[src/rtl/v3a_pkg.sv]
package v3a_pkg;

	localparam logic [2:0] OP_ADD   = 3'd0;
	localparam logic [2:0] OP_SUB   = 3'd1;
	localparam logic [2:0] OP_CROSS = 3'd2;
	localparam logic [2:0] OP_DOT   = 3'd3;
	localparam logic [2:0] OP_NORM  = 3'd4;

	typedef enum logic [2:0] {
		CLS_ADDSUB,
		CLS_CROSS,
		CLS_DOT,
		CLS_NORM,
		CLS_NULL
	} cls_t;

	typedef struct packed {
		logic        [2:0]  opcode;
		logic signed [31:0] a_x;
		logic signed [31:0] a_y;
		logic signed [31:0] a_z;
		logic signed [31:0] a_w;
		logic signed [31:0] b_x;
		logic signed [31:0] b_y;
		logic signed [31:0] b_z;
	} in_t;

	typedef struct packed {
		logic signed [31:0] r_x;
		logic signed [31:0] r_y;
		logic signed [31:0] r_z;
		logic signed [31:0] r_w;
		logic signed [31:0] scalar;
		logic               saturated;
		logic               zero_length;
	} out_t;

	typedef struct packed {
		cls_t cls;
		in_t  item;
	} q_entry_t;

	typedef struct packed {
		logic               flag;
		logic signed [31:0] val;
	} sat_t;

	localparam logic signed [65:0] SAT_MAX = 66'sd2147483647;
	localparam logic signed [65:0] SAT_MIN = -66'sd2147483648;

	function automatic sat_t sat32(input logic signed [65:0] v);
		sat_t r;
		if (v > SAT_MAX) begin
			r.flag = 1'b1;
			r.val  = 32'sh7fffffff;
		end else if (v < SAT_MIN) begin
			r.flag = 1'b1;
			r.val  = 32'sh80000000;
		end else begin
			r.flag = 1'b0;
			r.val  = v[31:0];
		end
		return r;
	endfunction

	function automatic logic signed [65:0] sx66(input logic signed [63:0] v);
		return $signed({{2{v[63]}}, v});
	endfunction

endpackage

[src/rtl/v3a_fifo.sv]
module v3a_fifo import v3a_pkg::*; #(
	parameter int WIDTH = 8,
	parameter int DEPTH = 4
) (
	input  logic                         clk,
	input  logic                         arst_n,
	input  logic                         push,
	output logic                         full,
	input  logic [WIDTH-1:0]             din,
	input  logic                         pop,
	output logic                         empty,
	output logic [WIDTH-1:0]             dout,
	output logic [$clog2(DEPTH+1)-1:0]   count
);

	localparam int AW = (DEPTH > 1) ? $clog2(DEPTH) : 1;
	localparam int CW = $clog2(DEPTH + 1);

	logic [WIDTH-1:0] mem_q [DEPTH];
	logic [AW-1:0]    wr_q;
	logic [AW-1:0]    rd_q;
	logic [CW-1:0]    cnt_q;
	logic             wr;
	logic             rd;

	assign full  = cnt_q == CW'(DEPTH);
	assign empty = cnt_q == '0;
	assign wr    = push && !full;
	assign rd    = pop && !empty;
	assign dout  = mem_q[rd_q];
	assign count = cnt_q;

	always_ff @(posedge clk or negedge arst_n) begin
		if (!arst_n) begin
			wr_q  <= '0;
			rd_q  <= '0;
			cnt_q <= '0;
		end else begin
			if (wr) begin
				wr_q <= (wr_q == AW'(DEPTH - 1)) ? '0 : wr_q + 1'b1;
			end
			if (rd) begin
				rd_q <= (rd_q == AW'(DEPTH - 1)) ? '0 : rd_q + 1'b1;
			end
			if (wr && !rd) begin
				cnt_q <= cnt_q + 1'b1;
			end else if (rd && !wr) begin
				cnt_q <= cnt_q - 1'b1;
			end
		end
	end

	always_ff @(posedge clk) begin
		if (wr) begin
			mem_q[wr_q] <= din;
		end
	end

endmodule

[src/rtl/v3a_front.sv]
module v3a_front import v3a_pkg::*; #(
	parameter int DEPTH = 4
) (
	input  logic     clk,
	input  logic     arst_n,
	input  logic     push,
	output logic     full,
	input  in_t      item,
	output q_entry_t head,
	output logic     head_valid,
	input  logic     head_take
);

	q_entry_t entry;
	logic     q_empty;

	always_comb begin
		entry.item = item;
		case (item.opcode)
			OP_ADD, OP_SUB: entry.cls = CLS_ADDSUB;
			OP_CROSS:       entry.cls = CLS_CROSS;
			OP_DOT:         entry.cls = CLS_DOT;
			OP_NORM:        entry.cls = CLS_NORM;
			default:        entry.cls = CLS_NULL;
		endcase
	end

	v3a_fifo #(
		.WIDTH($bits(q_entry_t)),
		.DEPTH(DEPTH)
	) u_queue (
		.clk   (clk),
		.arst_n(arst_n),
		.push  (push),
		.full  (full),
		.din   (entry),
		.pop   (head_take),
		.empty (q_empty),
		.dout  (head),
		.count ()
	);

	assign head_valid = !q_empty;

endmodule

[config.mk]
export PLATFORM = sky130hd
export DESIGN_NAME = v3a_front
export DESIGN_NICKNAME = d
export VERILOG_FILES = /design/src/rtl/v3a_pkg.sv /design/src/rtl/v3a_fifo.sv /design/src/rtl/v3a_front.sv
export SDC_FILE = /design/constraint.sdc
export NUM_CORES = 1
export LEC_CHECK = 0
export BUFFER_PORTS_ARGS = -buffer_cell sky130_fd_sc_hd__clkbuf_2
export CORE_ASPECT_RATIO = 0.9
export CORE_UTILIZATION = 51
export DETAILED_ROUTE_END_ITERATION = 7
export PLACE_DENSITY = 0.72
export SLEW_MARGIN = 20
export SYNTH_ARGS = -nofsm -noshare
export SYNTH_HDL_FRONTEND = slang
export SYNTH_SLANG_ARGS = --single-unit
[constraint.sdc]
create_clock -name clk -period 19.53 [get_ports clk]
set_input_delay 5.859 -clock clk [delete_from_list [all_inputs] [get_ports clk]]
set_output_delay 5.859 -clock clk [all_outputs]
set_load 0.03 [all_outputs]
=== Word-level counts from Yosys, hierarchy flattened ===
Memories as Yosys holds them, arrays and structs flattened.
Cells that the tools add are included.

* Add/subtract/negate cells: 4
* Multipliers: 0
* Divide/modulo/power cells: 0
* Magnitude comparators: 0
* Equality and inequality tests: 7
* Shift operators: 0
* Mux-type cells: 7
* Bitwise logic cells: 0
* Reduce and logical (&&, ||, !) cells: 12

{| class="wikitable"
|+ Operator list
! cell !! number
|-
| 3-bit one-hot mux with 4 select lines || 1
|-
| 3-bit by 2-bit equality test with 1-bit output, second input constant || 2
|-
| 3-bit equality test, second input constant || 2
|-
| 3-bit logical NOT || 2
|-
| 3-bit two-way mux || 2
|-
| 2-bit by 1-bit adder with 2-bit output, second input constant || 2
|-
| 2-bit equality test, second input constant || 2
|-
| 1-bit logical AND || 4
|-
| 1-bit logical NOT || 4
|-
| 2-bit two-way mux || 2
|-
| 3-bit by 1-bit adder with 3-bit output, second input constant || 1
|-
| 3-bit by 1-bit equality test with 1-bit output, second input constant || 1
|-
| 3-bit by 1-bit subtractor with 3-bit output, second input constant || 1
|-
| 1-bit two-way mux || 2
|-
| 2-bit nonzero test || 1
|-
| 2-bit OR reduction || 1
|}

* Register bits after elaboration: 7
* Bits in latches: 0
* RAM bits: 920
* Memory bits (read-only): 0
* Input bits: 231
* Output and inout port bits: 232
* Logic and storage cells: 34
* Memories: 1

{| class="wikitable"
|+ Memories
! name !! depth !! bits a word !! rd ports !! clocked after Yosys merged registers in !! write ports !! line !! text
|-
| u_queue.mem_q || 4 || 230 || 1 || 0 || 1 || v3a_fifo.sv:19 || <nowiki>logic [WIDTH-1:0] mem_q [DEPTH];</nowiki>
|}

=== Logic depth before layout (Yosys ltp) ===
Gate-level depths: netlist (run 1).

* Depth after elaboration: 7
* Mapped depth: 8
* Mapped depth without buffers: 8

=== By module ===
A second synthesis (run 1) with hierarchy kept.

* Cell total of the unflattened synthesis: 1246
* Area total of the unflattened synthesis: 33663.5 sq um

{| class="wikitable"
|+ By module, submodules not included
! module !! times used !! cells each !! area each (sq um) !! sequential area each (sq um)
|-
| v3a_fifo || 1 || 1239 || 33622.2 || 27801.7
|-
| v3a_front || 1 || 7 || 41.3 || 0.0
|}

=== Least setup slack after synthesis (run 1) ===
No wires, ideal clock.

* Path type: input-to-reg
* From: input push
* To: memory u_queue.mem_q[3][0] (netlist name), enable pin
* Library setup time: 0.830 ns
* Data arrival time: 15.533 ns
* Required time: 18.700 ns
* Setup slack: 3.167 ns
* Cell stages on the path: 2
* Cells stage by stage: nand2_1 > nor2_1

* Longest elaborated chain between the ends: 3

{| class="wikitable"
|+ RTL lines
! element !! line !! text
|-
| from (decl) || v3a_front.sv:6 || <nowiki>input logic push,</nowiki>
|-
| 1-bit logical AND || v3a_fifo.sv:28 || <nowiki>assign wr = push && !full;</nowiki>
|-
| 1-bit two-way mux || v3a_fifo.sv:54 || <nowiki>if (wr) begin</nowiki>
|-
| 1-bit two-way mux (not written as such) || v3a_fifo.sv:55 || <nowiki>mem_q[wr_q] <= din;</nowiki>
|-
| to (decl) || v3a_fifo.sv:19 ||
|}

No other way between the ends.

==> implementation parameters, run 1 <==
Parameter                              Value

Timing
  Number of failing setup endpoints in the final timing report    0
  Slew @ Worst Pin    1050 ps
  Final period demand of the worst path    9920 ps
  Worst hold margin    485 ps
  Hold violation count in the final report    0
  Maximum achievable frequency    0.101 GHz
  Normalized max-slew margin    0.300
  Aggregate negative setup slack    0 ps
  Max Clock Skew    17.8 ps
  Unrepaired setup endpoints after global routing    no
  Period utilization    0.508
  Final slew viol count    0

Synthesis
  Simple-gate area share of the yosys netlist    0.00219
  Number of synthesized register bits    927
  Xor-xnor portion of the synthesized cell area    0.000781
  Syn. warnings    0
  Mean post-synth cell area    27.1 µm²
  Dominant cells by area after synthesis    sky130_fd_sc_hd__edfxtp_1 82%, sky130_fd_sc_hd__mux4_2 15%, sky130_fd_sc_hd__buf_6 0.70%
  Library cell occupying the most area in the post-synthesis netlist    sky130_fd_sc_hd__edfxtp_1
  Dominant combinational cell family by area after synthesis    multiplexers
  Synthesized netlist net count    1482
  Gate count after technology mapping    1244
  Synth Cell Area    0.0337 mm²
  Area share of fa/ha/maj cells after synthesis    0.00283
  Sequential element share of the synthesized area    0.826
  Multiplexer fraction of the synthesized cell area    0.156
  Compound-Gate Fraction of Synth Area    0.000372
  Synth cell types    22
  Share of the synthesized area in the top cell type    0.821

Worst setup path
  Top cell family by delay on the critical path    buffers and inverters
  Critical path arrival    4060 ps
  Most used cell, CP    sky130_fd_sc_hd__buf_4
  CP Launch Type    flop
  Worst path slowest cell    sky130_fd_sc_hd__dfrtp_4
  Delay of the slowest cell on the worst path    830 ps
  Combined buffer and inverter count along the critical path    3
  Start-to-end type of the worst setup path    flop to primary output
  Worst EP required    13670 ps
  Largest driver fanout on the critical path    47
  Critical Path Sink Type    primary output
  Ordered cell list for the critical path    buf_4 > buf_4 > mux4_2 > clkbuf_2

Floorplanning
  Die Span Y    246 µm
  Die area    0.0670 mm²
  Num rows    88
  Number of placed I/O pins    463
  Initial core utilization    0.521
  Die span in x    273 µm
  Total core area    0.0646 mm²

Placement
  GP Congestion    0.757
  Input/output buffers    462
  Placed wire-length estimate    39.6 mm

Global routing
  Pin count of the biggest net entering global routing    113
  First-pass GRT wire length    97.4 mm
  Total global-route track usage    0.196
  Vias in the first global route    15860
  Antenna violations before repair    7
  Total congestion overflow after global routing    0

Clock tree
  Clock Latency Late Sink    630 ps
  CTS Buf Count    88
  CTS Sinks    927
  Clk root buf    sky130_fd_sc_hd__clkbuf_16
  Clk pin slew, worst setup/hold paths    60 ps
  Clock tree buffer depth    3
  Quantity of hold-fixing buffers added after cts    0
  H-Tree Depth    3
  Setup bufs post-CTS    0
  CTS tree    done
  Resized cells post-CTS    0

Finish
  Fraction of the core area covered by cells at the end of the flow    0.611
  Top library cells by usage in the layout, fill and taps aside    920 x sky130_fd_sc_hd__edfxtp_1, 462 x sky130_fd_sc_hd__clkbuf_2, 230 x sky130_fd_sc_hd__mux4_2
  Synthesis-to-layout area growth    17.4%
  Net count of the finished layout    2001
  Ratio of cells with drive above 1 in the final layout    0.458
  Most common cell after layout, fill and taps aside    sky130_fd_sc_hd__edfxtp_1

Pwr
  Static leakage    13.4 nW
  Peak supply drop    0.136 mV
  Design Power    0.00654 W
  Cell Pwr Density    165 mW/mm²

Flow run
  Max cap viols    0

Drt
  1st-pass router iterations    5
  Final Routed Wirelength    65.3 mm
  DR iter-0 viols    1336
  Antenna Violating Nets Remaining    0
  WL per Instance    24.3 µm
  Via density per instance    5.59
  DRC violation count after routing    0
  Via Count    15014

Hold path
  Worst min-delay path category    flop to flop

Status
  Result of the run    finished, final reports clean
-- where the power goes --
| part | switching [W] | leakage [nW] | total, W | internal, W |
|---|---|---|---|---|
| clock network | 0.000696 | 1.30 | 0.00158 | 0.000885 |
| logic | 0.00145 | 3.61 | 0.00220 | 0.000755 |
| registers | 0.000124 | 8.51 | 0.00275 | 0.00263 |
-- cells by family after synthesis --
logic type	Yosys count
compound gates	2
buf+inv	55
fa+ha+maj	7
xor+xnor	3
simple gates	14
mux	236
flops	927
-- cell usage after synthesis --
master                     count
sky130_fd_sc_hd__buf_2        26
sky130_fd_sc_hd__o21a_1        1
sky130_fd_sc_hd__or3_1         1
sky130_fd_sc_hd__fa_1          1
sky130_fd_sc_hd__xor2_1        2
sky130_fd_sc_hd__mux4_2      230
sky130_fd_sc_hd__mux2i_1       1
sky130_fd_sc_hd__nor3b_1       1
sky130_fd_sc_hd__a21oi_1       1
sky130_fd_sc_hd__xnor2_1       1
sky130_fd_sc_hd__clkbuf_1      5
sky130_fd_sc_hd__dfrtp_1       7
sky130_fd_sc_hd__nor2_1        4
sky130_fd_sc_hd__buf_6        21
sky130_fd_sc_hd__and2_1        3
sky130_fd_sc_hd__edfxtp_1    920
sky130_fd_sc_hd__inv_1         3
sky130_fd_sc_hd__nand2_1       2
sky130_fd_sc_hd__ha_1          6
sky130_fd_sc_hd__nand2b_1      2
sky130_fd_sc_hd__mux2_2        5
sky130_fd_sc_hd__nor2b_1       1
-- through the flow --
stage	setup slack, ps	cells	cell area, µm²
floorplan	3170	1244	33700
global placement	10090	2528	36800
detailed placement	10110	2528	36800
CTS	9410	2683	39500
global route	9190	2685	39500
finish	9610	2687	39500
-- state kept, by name, indices dropped and copies added, names as in the netlist --
signal	flops
u_queue.count	3
u_queue.mem_q	920
u_queue.wr_q	2
u_queue.rd_q	2
-- layout make-up --
cell class                      count  area [µm²]
Clock buffer                      108        2280
Multi-Input combinational cell    262        5470
Fill cell                        4399       25100
Sequential cell                   927       27800
Inverter                            3        11.3
Antenna cell                        4        10.0
Timing Repair Buffer              481        2470
Tap cell                          855        1070
Clock inverter                     47         393
-- path summary, 6_finish.rpt --
check / cells after the start / start / to / slack [ps]
max in group asynchronous: 1 / arst_n / u_queue.rd_q[0] / 14260
max reg2reg: 5 / u_queue.count[2] / u_queue.mem_q[1][80] / 15600
min reg2reg: 1 / u_queue.count[2] / u_queue.count[2] / 480
min: 1 / u_queue.count[2] / u_queue.count[2] / 480
max: 4 / u_queue.rd_q[0] / head[74] / 9610
min in group asynchronous: 1 / arst_n / u_queue.wr_q[0] / 5080
-- metal layers --
metal	vias to the layer above	routed length (µm)	GRT usage
met3	98	5070	0.0549
li1	6459	-	-
met5	-	41	0
met4	8	1520	0.0620
met1	7885	25700	0.263
met2	564	32900	0.314
Power figures use the tool's default switching activity.
==> run 2: changes to the inputs <==
--- a/config.mk
+++ b/config.mk
@@ -9,7 +9,7 @@
 export CORE_ASPECT_RATIO = 0.9
 export CORE_UTILIZATION = 51
 export DETAILED_ROUTE_END_ITERATION = 7
-export PLACE_DENSITY = 0.72
+export PLACE_DENSITY = 0.75
 export SLEW_MARGIN = 20
 export SYNTH_ARGS = -nofsm -noshare
 export SYNTH_HDL_FRONTEND = slang
==> constraint.sdc (replaced) <==
create_clock -name clk -period 8.12 [get_ports clk]
set_input_delay 2.436 -clock clk [delete_from_list [all_inputs] [get_ports clk]]
set_output_delay 2.436 -clock clk [all_outputs]
set_load 0.03 [all_outputs]
==> run 2 against run 1 <==
Sequential cell count unchanged. Sequential power up 140%. Largest cell class unchanged. Count of clock-buffer cells in the layout down 4. Final cell count about the same. Combinational power up 140%.
==> implementation parameters, run 2 (synthesis gave the netlist of run 1 again) <==
Parameter                              Value

Status
  Result of the run    finished, final reports clean

Drt
  WL per Instance    23.9 µm
  Final Routed Wirelength    64.1 mm
  Via density per instance    5.55
  1st-pass router iterations    5
  DR iter-0 viols    1187
  DRC violation count after routing    0
  Antenna Violating Nets Remaining    0
  Via Count    14896

Timing
  Unrepaired setup endpoints after global routing    no
  Slew @ Worst Pin    992 ps
  Final period demand of the worst path    5670 ps
  Hold violation count in the final report    0
  Period utilization    0.698
  Final Worst Setup Slack    2450 ps
  Normalized max-slew margin    0.338
  Worst hold margin    497 ps
  Final slew viol count    0
  Aggregate negative setup slack    0 ps
  Maximum achievable frequency    0.176 GHz
  Max Clock Skew    24.4 ps
  Number of failing setup endpoints in the final timing report    0

Worst setup path
  Worst EP required    5680 ps
  CP Launch Type    flop
  Top cell family by delay on the critical path    flip-flops
  Reg2reg setup slack    5150 ps
  Delay of the slowest cell on the worst path    880 ps
  Start-to-end type of the worst setup path    flop to primary output
  Endpoint of the worst-slack reg-to-reg timing path    u_queue.mem_q[0][80]
  Number of cells on the worst reg-to-reg path    4
  Critical Path Sink Type    primary output
  Ordered cell list for the critical path    buf_12 > mux4_2 > clkbuf_2
  Combined buffer and inverter count along the critical path    2
  Startpoint of the most critical register-to-register path    u_queue.count[2]
  Critical path arrival    3230 ps
  Levels on crit path    3
  Worst path slowest cell    sky130_fd_sc_hd__dfrtp_4
  Largest driver fanout on the critical path    101

Placement
  Pre-CTS setup slack    3050 ps
  Placed wire-length estimate    38.7 mm
  Input/output buffers    462
  Post-place instance area    0.0369 mm²
  GP Congestion    0.762

Floorplanning
  Die Span Y    246 µm
  Initial core utilization    0.521
  Die span in x    273 µm
  Die area    0.0670 mm²
  Total core area    0.0646 mm²
  Num rows    88
  Number of placed I/O pins    463

Finish
  Net count of the finished layout    1998
  Fraction of the core area covered by cells at the end of the flow    0.615
  Register containing the most flip-flops in the final layout    u_queue.mem_q
  Most common cell after layout, fill and taps aside    sky130_fd_sc_hd__edfxtp_1
  Number of fillers in the final layout    4300
  Number of flip-flops in the largest register    920
  Top library cells by usage in the layout, fill and taps aside    920 x sky130_fd_sc_hd__edfxtp_1, 462 x sky130_fd_sc_hd__clkbuf_2, 230 x sky130_fd_sc_hd__mux4_2
  Final instance area    0.0397 mm²
  Synthesis-to-layout area growth    18.1%
  Ratio of cells with drive above 1 in the final layout    0.460

Global routing
  First-pass GRT wire length    96.4 mm
  Vias in the first global route    15796
  Antenna violations before repair    8
  Total congestion overflow after global routing    0
  Pin count of the biggest net entering global routing    130
  Total global-route track usage    0.194

Pwr
  Static leakage    13.5 nW
  Switching portion of total power    0.343
  Clock Power Share    0.250
  Peak supply drop    0.529 mV
  Share of total power in combinational logic    0.332
  Sequential fraction of design power    0.418
  Cell Pwr Density    400 mW/mm²
  Internal    0.0104 W
  Switching power    0.00545 W

Clock tree
  H-Tree Depth    3
  Resized cells post-CTS    0
  Clk root buf    sky130_fd_sc_hd__clkbuf_16
  Quantity of hold-fixing buffers added after cts    0
  Clock tree buffer depth    3
  CTS tree    done
  CTS Buf Count    89
  Clock Latency Late Sink    630 ps
  Clk pin slew, worst setup/hold paths    60 ps
  Setup bufs post-CTS    0
  CTS Sinks    927

Hold path
  Worst min-delay path category    flop to flop
  Worst min-delay path startpoint    u_queue.count[2]
  Worst Hold Depth    1
  Hold path endpoint    u_queue.count[2]

Flow run
  Max cap viols    0
[run 2: changes by cell type in the layout (fill, tap and decap cells not counted), moves of 2 or more]
cell | before | now
sky130_fd_sc_hd__clkinv_2 | 14 | 18
sky130_fd_sc_hd__buf_12 | 1 | 8
sky130_fd_sc_hd__clkinv_16 | 1 | 3
sky130_fd_sc_hd__clkbuf_1 | 20 | 15
sky130_fd_sc_hd__bufinv_16 | 4 | 8
sky130_fd_sc_hd__clkinvlp_4 | 3 | 0
sky130_fd_sc_hd__buf_4 | 18 | 7
sky130_fd_sc_hd__clkinv_4 | 0 | 2
sky130_fd_sc_hd__inv_6 | 3 | 1
[run 2: worst max-delay path by stage]
stage	startpoint	to
2_1_floorplan	push	u_queue.mem_q[3][0]
3_3_place_gp	u_queue.rd_q[0]	head[80]
3_5_place_dp	u_queue.rd_q[0]	head[57]
4_1_cts	u_queue.rd_q[0]	head[51]
5_1_grt	u_queue.rd_q[0]	head[51]
6_report	u_queue.rd_q[0]	head[51]
[run 2: final cells by class]
cell class	instances	area (µm²)	share of cell area
well taps	855	1070	0.0269
inverters	3	11.3	0.000283
clock buffers	104	2280	0.0575
multi-input cells	262	5470	0.138
clock inverters	54	558	0.0140
diodes	3	7.51	0.000189
repair buffers	477	2520	0.0635
flip-flops and latches	927	27800	0.700
[run 2: power by group through the flow]
| stage | combinational [W] | sequential [W] | clock [W] |
|---|---|---|---|
| 3_3_place_gp | 0.00534 | 0.00667 | 0 |
| 5_1_grt | 0.00556 | 0.00671 | 0.00424 |
| 4_1_cts | 0.00539 | 0.00665 | 0.00406 |
| 2_1_floorplan | 0.00402 | 0.00663 | 0 |
| 6_report | 0.00528 | 0.00663 | 0.00397 |
| 3_5_place_dp | 0.00537 | 0.00674 | 0 |
[run 2: worst register-to-register path: stages, from the launching register on]
cell                      delay (ps)
sky130_fd_sc_hd__dfrtp_1         400
sky130_fd_sc_hd__nor3b_1         200
sky130_fd_sc_hd__nor2b_1         450
sky130_fd_sc_hd__and2_4          670
sky130_fd_sc_hd__buf_12          590
[run 2: per-stage QoR]
step	std cells	power, W
after floorplan	1244	0.0107
after global placement	2524	0.0120
after detailed placement	2524	0.0121
after CTS	2682	0.0161
after global routing	2684	0.0165
final	2685	0.0159
[run 2: routing by layer]
| metal | up-vias | global-route usage | part of all wire | routed length, µm |
|---|---|---|---|---|
| met5 | - | 0 | 0.0011 | 69 |
| met4 | 10 | 0.0582 | 0.024 | 1570 |
| met2 | 496 | 0.321 | 0.52 | 33100 |
| met3 | 116 | 0.0598 | 0.078 | 4990 |
| met1 | 7815 | 0.248 | 0.38 | 24400 |
| li1 | 6459 | - | - | - |
